`config.mk`:
```
export PLATFORM = sky130hd
export DESIGN_NAME = crs_sum
export DESIGN_NICKNAME = d
export VERILOG_FILES = /design/src/hw/rtl/crs_pkg.sv /design/src/hw/rtl/crs_sum.sv
export SDC_FILE = /design/constraint.sdc
export NUM_CORES = 1
export LEC_CHECK = 0
export ABC_AREA = 1
export BUFFER_PORTS_ARGS = -buffer_cell sky130_fd_sc_hd__buf_2
export CAP_MARGIN = 20
export CORE_AREA = 2 2 129 131
export DETAILED_ROUTE_END_ITERATION = 12
export DIE_AREA = 0 0 131 133
export HOLD_SLACK_MARGIN = 0.08
export PLACE_DENSITY = 0.67
export SYNTH_ARGS = -nofsm -noshare
export SYNTH_HDL_FRONTEND = slang
export SYNTH_SLANG_ARGS = --single-unit
```
`constraint.sdc`:
```
create_clock -name clk -period 5.84 [get_ports clk]
set_input_delay 1.168 -clock clk [delete_from_list [all_inputs] [get_ports clk]]
set_output_delay 1.168 -clock clk [all_outputs]
set_load 0.01 [all_outputs]
```
`src/hw/rtl/crs_pkg.sv`:
```
`timescale 1ns / 1ps
// ----------------------------------------------------------------------------
// crs_pkg
// Shared widths and inter-stage payload types of the Catmull-Rom evaluator.
// ----------------------------------------------------------------------------
package crs_pkg;

  localparam int HEIGHT_W = 24;
  localparam int X_W      = 32;
  localparam int Y_W      = 35;
  localparam int K_W      = 7;
  localparam int MU_W     = 16;
  localparam int SUM_W    = 48;

  typedef logic [MU_W-1:0] mu_t;

  // Doubled coefficients, step fraction and abscissa terms after the first stage.
  typedef struct packed {
    logic signed [27:0]      c0;
    logic signed [27:0]      c1;
    logic signed [24:0]      c2;
    logic [HEIGHT_W-1:0]     p1;
    mu_t                     mu;
    logic signed [X_W:0]     dx;
    logic signed [X_W-1:0]   x1;
  } front_t;

  // Partial results leaving the product pipeline.
  typedef struct packed {
    logic signed [44:0]      t0;
    logic signed [SUM_W-1:0] acc;
    logic [X_W-1:0]          x;
  } pow_t;

endpackage

```
`src/hw/rtl/crs_sum.sv`:
```
`timescale 1ns / 1ps
// ----------------------------------------------------------------------------
// crs_sum
// Final stage: adds the cubic terms, scales y to Q27.8 and holds the result.
// ----------------------------------------------------------------------------
module crs_sum (
  input  logic                               clk,
  input  logic                               rst,
  input  logic                               in_valid,
  output logic                               in_ready,
  input  crs_pkg::pow_t                      in_data,
  output logic                               out_valid,
  input  logic                               out_ready,
  output logic signed [crs_pkg::X_W-1:0]     point_x,
  output logic signed [crs_pkg::Y_W-1:0]     point_y
);

  logic                              valid;
  logic                              en;
  logic signed [crs_pkg::SUM_W-1:0]  sum;
  logic [crs_pkg::X_W-1:0]           x_q;
  logic [crs_pkg::Y_W-1:0]           y_q;

  assign sum = crs_pkg::SUM_W'(in_data.t0) + in_data.acc;
  assign en  = !valid || out_ready;
  assign in_ready = en;

  always_ff @(posedge clk) begin
    if (rst) begin
      valid <= 1'b0;
    end else if (en) begin
      valid <= in_valid;
    end
  end

  // Dropping the low nine bits of the two's complement sum floors it.
  always_ff @(posedge clk) begin
    if (en && in_valid) begin
      x_q <= in_data.x;
      y_q <= sum[crs_pkg::Y_W+8:9];
    end
  end

  assign out_valid = valid;
  assign point_x   = $signed(x_q);
  assign point_y   = $signed(y_q);

endmodule

```
==> reports/qor.yml <==
synthDistinctLibCells: 24
max_slew_margin: 0.370
clockBufferDepth: 2
grt_max_degree: 37
cts_repair_resize_count: 0
cts.sinks: 68
synth_edf_count: 67
die_area_um2: 17400
synth_area_um2: 5540
overflow: 0
cts_tree: "built"
die_w_um: 131
period_share: 0.471
clk_latency_ns: 0.33
syn_to_final_growth_pct: 28.2
outcome: "completed"
cp.required_ns: 4.67
fmax_mhz: 364
finalHoldViolations: 0
path_cells: "buf_2, inv_1, nand2_1, buf_2"
viasPerCell: 4.43
min_path_type: "reg -> reg"
ys_seq_elements: 68
ctsHoldBuffers: 0
finalClockSkew_ns: 0.00525
crit_path_start_kind: "input pin"
slowest_delay_ns: 0.14
antenna_cells_inserted: 0
critPathKind: "in -> out"
antenna_found_initial: 0
fp-row-count: 47
powerDensity_nw_per_um2: 235
rsz0062_at_grt: "false"
worstPathArrival_ns: 1.58
post_cts_buffers: 0
gp_congestion: 0.936
ys.flop_type: "edfxtp_1"
synth_area_leaders: "edfxtp_1 36%, nand2_1 22%, inv_1 10%, ha_1 9.5%, nor2_1 4.1%"
hpwl_um: 13100
drt_iter0_markers: 286
synthCells: 797
io_pins: 198
maxCapViolCount: 0
io_buffers: 192
routed-via-count: 5435
yosys.area.top_type: "edfxtp_1"
crit_path_end_kind: "primary output"
syn_avg_cell_area_um2: 6.95
routedWlPerCell_um: 12.9
yosysTopAreaCellShare: 0.363
core-area_um2: 16200
num-nets-final: 1172
synth.net_count: 968
ys_seq_area_frac: 0.367
path_common_cell: "buf_2"
cts_max_level: 3
tns_ns: 0
grt_pass1_wl_um: 25000
synth-async-reset-ratio: 0
ys_warn_count: 0
setup_viol: 0
fill_cells: 1672
period_needed_ns: 2.75
cts-buffers-inserted: 9
p_leak_nw: 3.94
total_power_mw: 1.67
drt_wl_total_um: 15800
grt_pass1_vias: 5281
die_h_um: 133
postRouteAntennaNets: 0
clock-root-buffer: "clkbuf_16"
maxSlewViolCount: 0
reg2reg_slack_ns: 3.79
drc: 0
worstMarginPinSlew_ns: 0.942
peakVddDrop_mv: 0.125
cp_max_fo: 2
grt.total_usage: 0.184
drive_gt1_frac: 0.260
slowest_stage: "buf_2"
initial_utilization: 0.343
drt_pass1_iterations: 5
clk_pin_slew_ns: 0.06
-- cell usage after synthesis, types with 3 or more instances --
| cell | instances |
|---|---|
| nand2_1 | 319 |
| inv_1 | 150 |
| edfxtp_1 | 67 |
| nor2_1 | 60 |
| ha_1 | 42 |
| nand3_1 | 39 |
| a21oi_1 | 26 |
| nand2_2 | 14 |
| nor2_2 | 14 |
| xor2_1 | 14 |
| inv_2 | 11 |
| nand3_2 | 7 |
| nand4_1 | 6 |
| nor2_4 | 6 |
| xnor2_1 | 5 |
| o21bai_1 | 4 |
| a31oi_1 | 3 |
-- critical path: cells and delay by family --
kind          cells  cell delay [ns]
buf+inv           3             0.34
simple gates      1             0.08
-- power breakdown --
group / switching (mW) / internal, mW
logic: 0.300 / 0.177
clock network: 0.212 / 0.372
registers: 0.0101 / 0.599
-- placed cells by master, fill, tap and decap left out --
master | synthesis | layout
bufinv_16 | 0 | 2
clkinv_2 | 0 | 1
nor2_1 | 60 | 60
dfxtp_1 | 1 | 1
xnor2_1 | 5 | 5
a21boi_2 | 1 | 1
nor2_2 | 14 | 14
a31oi_1 | 3 | 3
nand4_1 | 6 | 6
xor2_1 | 14 | 14
clkbuf_1 | 0 | 2
nor2_4 | 6 | 6
nand2_1 | 319 | 319
inv_1 | 150 | 150
o21ai_0 | 1 | 1
a21oi_4 | 0 | 1
buf_2 | 0 | 192
o21bai_1 | 4 | 4
nor3_1 | 2 | 2
buf_4 | 0 | 1
nand3_1 | 39 | 39
inv_2 | 11 | 11
ha_1 | 42 | 42
nor3_2 | 2 | 2
edfxtp_1 | 67 | 67
clkinv_1 | 1 | 2
nand2_2 | 14 | 14
clkbuf_16 | 0 | 9
nand3_2 | 7 | 7
a21o_1 | 2 | 2
clkinvlp_4 | 0 | 1
a21oi_1 | 26 | 25
-- final cells by class --
cell class / instances / area (um2) / area share
Clock inverter: 5 / 76.3 / 0.0107
Sequential cell: 68 / 2030 / 0.286
Multi-Input combinational cell: 567 / 2910 / 0.410
Inverter: 162 / 608 / 0.0856
Timing Repair Buffer: 193 / 968 / 0.136
Tap cell: 220 / 275 / 0.0387
Clock buffer: 11 / 233 / 0.0328
-- flip-flops by register name, summed over array words and instances (netlist names) --
| name | count |
|---|---|
| point_x | 32 |
| out_valid | 1 |
| point_y | 35 |
-- routing by layer --
layer  vias up  wire length [um]  GRT usage
met3        17               832     0.0218
met2       157              7740      0.320
met4         0               231     0.0638
li1       2871                 -          -
met5         -                 0          0
met1      2390              6950      0.235
-- per-stage QoR --
stage          instances  setup WS [ns]  instance area [um2]  hold slack, ns  utilization
2_1_floorplan        797          0.866                 5540           0.577            -
3_3_place_gp        1210           2.77                 6800           0.516        0.420
3_5_place_dp        1210           2.74                 6800           0.527        0.420
4_1_cts             1226           3.09                 7100           0.537        0.439
5_1_grt             1226           2.94                 7100           0.573        0.439
6_report            1226           3.09                 7100           0.532        0.439
-- cell families after synthesis --
| logic type | synth area share |
|---|---|
| XOR/XNOR | 0.0300 |
| buffers and inverters | 0.110 |
| AND/OR/NAND/NOR | 0.361 |
| adder cells (fa/ha/maj) | 0.0949 |
| AO/OA/AOI/OAI | 0.0379 |
| flip-flops | 0.367 |
-- path summary, 6_finish.rpt --
kind | startpoint | endpoint | cells past startpoint
worst max-delay path | out_ready | in_ready | 4
worst min-delay path | out_valid$_SDFFE_PP0N_ | out_valid$_SDFFE_PP0N_ | 2
worst max register to register | out_valid$_SDFFE_PP0N_ | point_y[20]$_DFFE_PP_ | 2
worst min register to register | out_valid$_SDFFE_PP0N_ | out_valid$_SDFFE_PP0N_ | 2
(Power assumes the default switching activity.)
