==> src/hw/rtl/crs_pkg.sv <==
`timescale 1ns / 1ps
// ----------------------------------------------------------------------------
// crs_pkg
// Shared widths and inter-stage payload types of the Catmull-Rom evaluator.
// ----------------------------------------------------------------------------
package crs_pkg;

  localparam int HEIGHT_W = 24;
  localparam int X_W      = 32;
  localparam int Y_W      = 35;
  localparam int K_W      = 7;
  localparam int MU_W     = 16;
  localparam int SUM_W    = 48;

  typedef logic [MU_W-1:0] mu_t;

  // Doubled coefficients, step fraction and abscissa terms after the first stage.
  typedef struct packed {
    logic signed [27:0]      c0;
    logic signed [27:0]      c1;
    logic signed [24:0]      c2;
    logic [HEIGHT_W-1:0]     p1;
    mu_t                     mu;
    logic signed [X_W:0]     dx;
    logic signed [X_W-1:0]   x1;
  } front_t;

  // Partial results leaving the product pipeline.
  typedef struct packed {
    logic signed [44:0]      t0;
    logic signed [SUM_W-1:0] acc;
    logic [X_W-1:0]          x;
  } pow_t;

endpackage

==> src/hw/rtl/crs_front.sv <==
`timescale 1ns / 1ps
// ----------------------------------------------------------------------------
// crs_front
// First stage: step fraction lookup, doubled coefficients and x difference.
// ----------------------------------------------------------------------------
module crs_front #(
  parameter int STEPS = 100
) (
  input  logic                                 clk,
  input  logic                                 rst,
  input  logic                                 in_valid,
  output logic                                 in_ready,
  input  logic [crs_pkg::HEIGHT_W-1:0]         height_before,
  input  logic [crs_pkg::HEIGHT_W-1:0]         height_start,
  input  logic [crs_pkg::HEIGHT_W-1:0]         height_end,
  input  logic [crs_pkg::HEIGHT_W-1:0]         height_after,
  input  logic signed [crs_pkg::X_W-1:0]       start_x,
  input  logic signed [crs_pkg::X_W-1:0]       end_x,
  input  logic [crs_pkg::K_W-1:0]              step_index,
  output logic                                 out_valid,
  input  logic                                 out_ready,
  output crs_pkg::front_t                      out_data
);

  localparam int KDEPTH = 2 ** crs_pkg::K_W;

  crs_pkg::mu_t    mu_tab [KDEPTH];
  crs_pkg::front_t data_next;
  crs_pkg::front_t data;
  logic            valid;
  logic            en;
  logic signed [27:0] p0;
  logic signed [27:0] p1;
  logic signed [27:0] p2;
  logic signed [27:0] p3;

  // Step indexes at or beyond STEPS use the last step of the segment.
  for (genvar i = 0; i < KDEPTH; i++) begin : g_mu
    localparam int KS = (i > STEPS - 1) ? STEPS - 1 : i;
    assign mu_tab[i] = crs_pkg::MU_W'((KS * (2 ** crs_pkg::MU_W)) / STEPS);
  end

  assign p0 = $signed({4'b0, height_before});
  assign p1 = $signed({4'b0, height_start});
  assign p2 = $signed({4'b0, height_end});
  assign p3 = $signed({4'b0, height_after});

  always_comb begin
    data_next.c0 = p3 - p0 + 28'sd3 * (p1 - p2);
    data_next.c1 = 28'sd2 * p0 - 28'sd5 * p1 + 28'sd4 * p2 - p3;
    data_next.c2 = $signed({1'b0, height_end}) - $signed({1'b0, height_before});
    data_next.p1 = height_start;
    data_next.mu = mu_tab[step_index];
    data_next.dx = $signed({end_x[crs_pkg::X_W-1], end_x})
                 - $signed({start_x[crs_pkg::X_W-1], start_x});
    data_next.x1 = start_x;
  end

  assign en       = !valid || out_ready;
  assign in_ready = en;

  always_ff @(posedge clk) begin
    if (rst) begin
      valid <= 1'b0;
    end else if (en) begin
      valid <= in_valid;
    end
  end

  always_ff @(posedge clk) begin
    if (en && in_valid) begin
      data <= data_next;
    end
  end

  assign out_valid = valid;
  assign out_data  = data;

endmodule

==> config.mk <==
export PLATFORM = sky130hd
export DESIGN_NAME = crs_front
export DESIGN_NICKNAME = d
export VERILOG_FILES = /design/src/hw/rtl/crs_pkg.sv /design/src/hw/rtl/crs_front.sv
export SDC_FILE = /design/constraint.sdc
export NUM_CORES = 1
export LEC_CHECK = 0
export BUFFER_PORTS_ARGS = -buffer_cell sky130_fd_sc_hd__buf_2
export CAP_MARGIN = 10
export CORE_MARGIN = 4
export CORE_UTILIZATION = 60
export CTS_CLUSTER_DIAMETER = 200
export CTS_CLUSTER_SIZE = 10
export DETAILED_ROUTE_END_ITERATION = 7
export PLACE_DENSITY = 0.88
export SYNTH_ARGS = -nofsm -noshare
export SYNTH_HDL_FRONTEND = slang
export SYNTH_SLANG_ARGS = --single-unit
==> constraint.sdc <==
create_clock -name clk -period 13.2 [get_ports clk]
set_input_delay 3.96 -clock clk [delete_from_list [all_inputs] [get_ports clk]]
set_output_delay 3.96 -clock clk [all_outputs]
set_load 0.01 [all_outputs]
==> impl_metrics.csv, run 1 <==
group,metric,value,unit
clock_tree,clk_latency,0.47,ns
floorplan,start_util,0.613,
yosys,synth.distinct_cells,77,
timing,max_freq,0.110,GHz
grt,grt_start_max_net_pins,83,
timing,finalHoldViolCount,0,
yosys,yosysTopAreaCellShare,0.297,
yosys,synth_edf_count,186,
clock_tree,postCtsResizedCells,0,
yosys,yosysSeqAreaShare,0.298,
grt,grt_overflow,0,
route,drc_errors,0,
finish,layout-drive-gt1-share,0.179,
placed_design,dpl.cell_count,2740,
route,ant_nets,0,
worst_setup_path,rrSetupSlack,10.88,ns
clock_tree,cts_hold_buf,0,
route,drt_iter0_drc,1308,
power,peakVddDrop,131,uV
job,cap_violations,0,
worst_setup_path,cp_max_fo,4,
clock_tree,tritoncts,"built",
clock_tree,clk_pin_slew,0.08,ns
power,powerDensity,169,nW/um2
timing,slew_violations,0,
route,dr.pass1.iters,6,
status,outcome,"completed",
timing,layout_min_cycle_time,9.07,ns
grt,grt_antenna_before_repair,14,
placed_design,routabilityCongestion,0.964,
finish,layout.cells.non_filler,2777,
clock_tree,cts_htree_levels,4,
route,vias_per_cell,5.93,
timing,post-route-period-util,0.687,
min_path,hold_class,"flip-flop to flip-flop",
yosys,ys_top_cells_by_area,"edfxtp_1 (30%), ha_1 (15%), fa_1 (10%), inv_1 (7.2%), a21oi_1 (4.6%)",
finish,syn2layout_area_growth,14.5,%
worst_setup_path,critical_path_class,"primary input to flip-flop",
yosys,yosysTopAreaCell,"edfxtp_1",
placed_design,dpl.hpwl,40900,um
worst_setup_path,reg2reg_depth,3,
yosys,ys_ff_latch,187,
timing,setup_tns,0,ns
clock_tree,post-cts-setup-buffers,0,
route,via_count,16500,
floorplan,io_pins,359,
timing,tightest_slew,1.11,ns
worst_setup_path,crit_path_start,"height_start[0]",
route,wire_per_inst,18.7,um
finish,layout.nets,2859,
yosys,synth_warnings,0,
route,wl,51900,um
floorplan,fp.coreArea,30700,um2
floorplan,die_y,185,um
clock_tree,clockBufferDepth,2,
yosys,syn_inst,2036,
yosys,synth_area,18800,um2
worst_setup_path,r2r-start,"out_valid",
placed_design,io_buffers,358,
floorplan,die_w,185,um
worst_setup_path,startpoint_type,"primary input",
worst_setup_path,cp-end-kind,"flip-flop",
grt,gr-usage-all-layers,0.297,
grt,grt_pass1_wl,82100,um
clock_tree,cts_buffers,17,
timing,slew_headroom,0.258,
worst_setup_path,cp.required,13.41,ns
timing,clock_skew,0.0138,ns
clock_tree,cts-root-buf,"clkbuf_16",
power,p_leak,10.5,nW
worst_setup_path,worst_r2r_endpoint,"out_data[110]",
floorplan,rows,64,
timing,rsz0062_at_grt,"false",
yosys,syn_nets,2532,
yosys,synthArstFlopShare,0,
timing,setup_viol,0,
floorplan,die_area,34300,um2
yosys,yosys_most_used_dff,"edfxtp_1",
worst_setup_path,setup.worst_path.end,"out_data[183]",
worst_setup_path,crit_arrival,9.28,ns
clock_tree,cts.sinks,187,
yosys,synth.avg_cell_area,9.25,um2
grt,grt_pass1_vias,16400,
-- synthesized netlist by cell type (28+ instances only) --
library cell / n
edfxtp_1: 186
nand2_1: 106
a21o_1: 68
fa_1: 97
nand3_1: 32
nor3_1: 28
nor2_1: 109
nand2b_1: 29
ha_1: 228
o21ai_0: 102
inv_1: 363
xnor2_1: 87
clkbuf_1: 46
xor2_1: 51
a21oi_1: 174
a31oi_1: 29
-- worst min path at each step --
stage                         start   endpoint  slack, ns  cells after the start
after floorplan           out_valid  out_valid       0.59                      2
after global placement    out_valid  out_valid       0.50                      2
after detailed placement  out_valid  out_valid       0.51                      2
after CTS                 out_valid  out_valid       0.53                      2
after global routing      out_valid  out_valid       0.56                      2
final                     out_valid  out_valid       0.52                      2
-- cells by family after synthesis --
family,Yosys count,synth area share
buf+inv,420,0.0838
simple gates,389,0.0982
compound gates,566,0.193
fa+ha+maj,325,0.255
flops,187,0.298
xor+xnor,138,0.0642
mux,11,0.00864
-- layout make-up --
class,count,area [um2]
repair buffers,363,1830
fillers,2343,9190
flip-flops and latches,187,5610
multi-input cells,1429,11700
clock inverters,15,173
inverters,365,1370
diodes,5,12.5
clock buffers,17,425
well taps,396,495
-- registers in the layout, indices dropped and copies added (netlist names) --
name and count:
out_data 186, out_valid 1
-- where the power goes --
part           total (mW)  internal [mW]  leakage [nW]  switching, mW
combinational        2.18          0.891          8.40           1.29
sequential          0.929          0.896          1.80         0.0329
clock               0.539          0.271         0.292          0.268
total                3.65           2.06          10.5           1.59
-- metrics by stage --
stage               instance area, um2  utilization  power, mW  hold slack, ns  setup WS (ns)
floorplan                        18800            -       2.51           0.593           4.21
global placement                 21000        0.681       2.99           0.498           3.94
detailed placement               21000        0.681       3.07           0.514           3.77
CTS                              21600        0.701       3.63           0.525           4.25
global route                     21600        0.701       3.94           0.563           3.85
finish                           21600        0.701       3.65           0.525           4.13
-- worst max-delay path: stages --
cell      delay [ns]
buf_2           0.10
inv_1           0.07
ha_1            0.23
fa_1            0.42
nor2b_1         0.13
o21ai_1         0.09
a21boi_1        0.31
o22a_1          0.26
a22o_1          0.21
nor2_1          0.05
nor2_1          0.09
nor2_1          0.06
xnor2_1         0.15
ha_1            0.30
inv_1           0.05
fa_1            0.53
inv_1           0.05
ha_1            0.35
nand2_1         0.13
nor3b_1         0.20
a21oi_1         0.10
a311oi_1        0.50
a21oi_1         0.25
o41ai_1         0.56
xnor2_1         0.12
-- routing by layer --
layer | GRT usage | vias to the layer above | part of all wire | wire length (um)
li1 | - | 7746 | - | -
met1 | 0.359 | 7774 | 0.39 | 20100
met2 | 0.513 | 773 | 0.49 | 25400
met3 | 0.0613 | 169 | 0.075 | 3910
met4 | 0.137 | 18 | 0.045 | 2360
met5 | 0 | - | 0.0026 | 134
-- cell usage in the layout (no fill, tap or decap), types with 9 or more instances in the layout --
cell type  instances
o21bai_1          18
o21ai_0          102
and2_1             9
xnor2_1           87
nand4_1           12
a21oi_1          174
a211oi_1          19
a31oi_1           29
o21a_1            27
nand3_1           32
nand2_1          106
xor2_1            51
nor2_1           109
clkbuf_16         17
fa_1              97
a221oi_1           9
a21o_1            68
o21ai_1           21
and3_1            13
ha_1             228
nor3_1            28
inv_1            363
edfxtp_1         186
buf_2            358
nor2b_1           21
nand2b_1          29
o211ai_1          11
Power figures use the tool's default switching activity.
==> inputs of run 2 (changes only) <==
CORE_UTILIZATION = 58   (was 60)
PLACE_DENSITY = 0.86   (was 0.88)
clock period = 8.67 ns   (was 13.2 ns; I/O delays follow)
==> impl_metrics.csv, run 2 (synthesis results as in run 1) <==
group,metric,value,unit
status,outcome,"completed",
clock_tree,cts_htree_levels,4,
worst_setup_path,critical_path_class,"primary input to flip-flop",
worst_setup_path,cp.required,8.87,ns
route,wire_per_inst,18.3,um
power,peakVddDrop,228,uV
timing,max_freq,0.131,GHz
worst_setup_path,cpPeakStageDelay,0.53,ns
worst_setup_path,cpLargestDelayFamily,"compound AO/OA/AOI/OAI gates",
timing,slew_violations,0,
floorplan,die_w,188,um
finish,final_common_cell,"inv_1",
clock_tree,clockBufferDepth,2,
timing,layout_min_cycle_time,7.66,ns
worst_setup_path,r2r-start,"out_valid",
finish,syn2layout_area_growth,14.7,%
worst_setup_path,cp_max_fo,5,
floorplan,fp.coreArea,31800,um2
finish,mostFrequentLayoutCells,"inv_1 (363), buf_2 (358), ha_1 (228), edfxtp_1 (186), a21oi_1 (174)",
placed_design,routabilityCongestion,0.933,
timing,setup_tns,0,ns
finish,largest_reg_flops,186,
route,drc_errors,0,
clock_tree,cts.sinks,187,
placed_design,dpl.hpwl,40900,um
worst_setup_path,critPathSlowestCell,"fa_1",
clock_tree,clk_pin_slew,0.07,ns
timing,rsz0062_at_grt,"false",
timing,slew_headroom,0.405,
timing,setup_viol,0,
route,via_count,16400,
finish,layout.nets,2859,
grt,grt_start_max_net_pins,129,
power,total_power,5.52,mW
floorplan,rows,65,
floorplan,io_pins,359,
timing,post-route-period-util,0.883,
placed_design,io_buffers,358,
finish,post-route-util,0.679,
route,drt_iter0_drc,1103,
timing,clock_skew,0.00940,ns
clock_tree,cts-root-buf,"clkbuf_16",
clock_tree,tritoncts,"built",
clock_tree,cts_hold_buf,0,
route,ant_nets,0,
power,p_leak,10.5,nW
worst_setup_path,cp-end-kind,"flip-flop",
timing,tightest_slew,0.887,ns
grt,gr-usage-all-layers,0.287,
worst_setup_path,crit_chain,"buf_2 > inv_1 > ha_1 > fa_1 > nor2b_1 > o21ai_1 > a21boi_1 > o22a_1 > a22o_1 > a221o_1 > nand4_1 > a211oi_2 > xor2_1 > ha_1 > inv_1 > fa_1 > inv_1 > ha_1 > a21oi_1 > nor2b_1 > or4_1 > a21oi_1 > a311o_1 > xnor2_1",
clock_tree,post-cts-setup-buffers,0,
grt,grt_pass1_vias,16700,
grt,grt_antenna_before_repair,14,
worst_setup_path,startpoint_type,"primary input",
power,powerDensity,256,nW/um2
job,cap_violations,0,
finish,fillers,2495,
grt,grt_overflow,0,
worst_setup_path,crit_arrival,7.86,ns
min_path,hold_class,"flip-flop to flip-flop",
timing,finalHoldViolCount,0,
route,vias_per_cell,5.81,
clock_tree,clk_latency,0.45,ns
worst_setup_path,crit_path_start,"height_start[0]",
route,dr.pass1.iters,6,
clock_tree,postCtsResizedCells,0,
floorplan,start_util,0.592,
worst_setup_path,critPathBufInv,4,
grt,grt_pass1_wl,82900,um
floorplan,die_y,188,um
min_path,hold_start,"out_valid",
finish,layout-drive-gt1-share,0.178,
placed_design,dpl.cell_count,2779,
finish,layout.cells.non_filler,2817,
floorplan,die_area,35400,um2
clock_tree,cts_buffers,17,
route,wl,51500,um
-- run 2: cell types whose count changed in the layout (fill, tap and decap cells not counted), sizes merged --
cell | previous run | this run
clkbuf | 17 | 20
inv | 372 | 366
clkinvlp | 1 | 3
bufinv | 1 | 2
diode | 5 | 6
-- run 2: final timing paths --
kind,endpoint,slack [ns],cells past startpoint
worst min register to register,out_valid,0.53,2
worst max register to register,out_data[114],6.51,3
worst min-delay path,out_valid,0.53,2
worst max-delay path,out_data[184],1.01,24
-- run 2: per-layer routing --
layer,up-vias,part of all wire,GRT usage
met2,723,0.49,0.501
met3,155,0.073,0.0561
met4,16,0.046,0.130
li1,7729,-,-
met1,7739,0.39,0.343
met5,-,0.0017,0
-- run 2: area by class of cell --
cell class | instances | area, um2 | share of cell area
inverter | 365 | 1370 | 0.0634
sequential | 187 | 5610 | 0.259
clock buffer | 20 | 437 | 0.0202
multi-input combinational | 1429 | 11700 | 0.539
tap | 435 | 544 | 0.0252
antenna | 6 | 15.0 | 0.000695
clock inverter | 12 | 140 | 0.00649
timing repair buffer | 363 | 1840 | 0.0852
-- run 2: metrics by stage --
step / worst slack (ns) / hold slack (ns) / area, um2
final: 1.01 / 0.533 / 21600
after global routing: 0.615 / 0.562 / 21600
after CTS: 1.07 / 0.538 / 21600
after detailed placement: 0.606 / 0.525 / 21000
after global placement: 0.786 / 0.496 / 21000
after floorplan: 1.04 / 0.593 / 18800
-- run 2: tightest hold or removal path, stage by stage, from the launching register on --
cell	delay [ns]
dfxtp_1	0.31
nand2b_1	0.10
a21oi_1	0.08
-- run 2: power by group --
part	internal (mW)	switching [mW]	total, mW
Clock	0.429	0.368	0.797
Sequential	1.36	0.0496	1.41
Combinational	1.36	1.96	3.31
Total	3.15	2.37	5.52
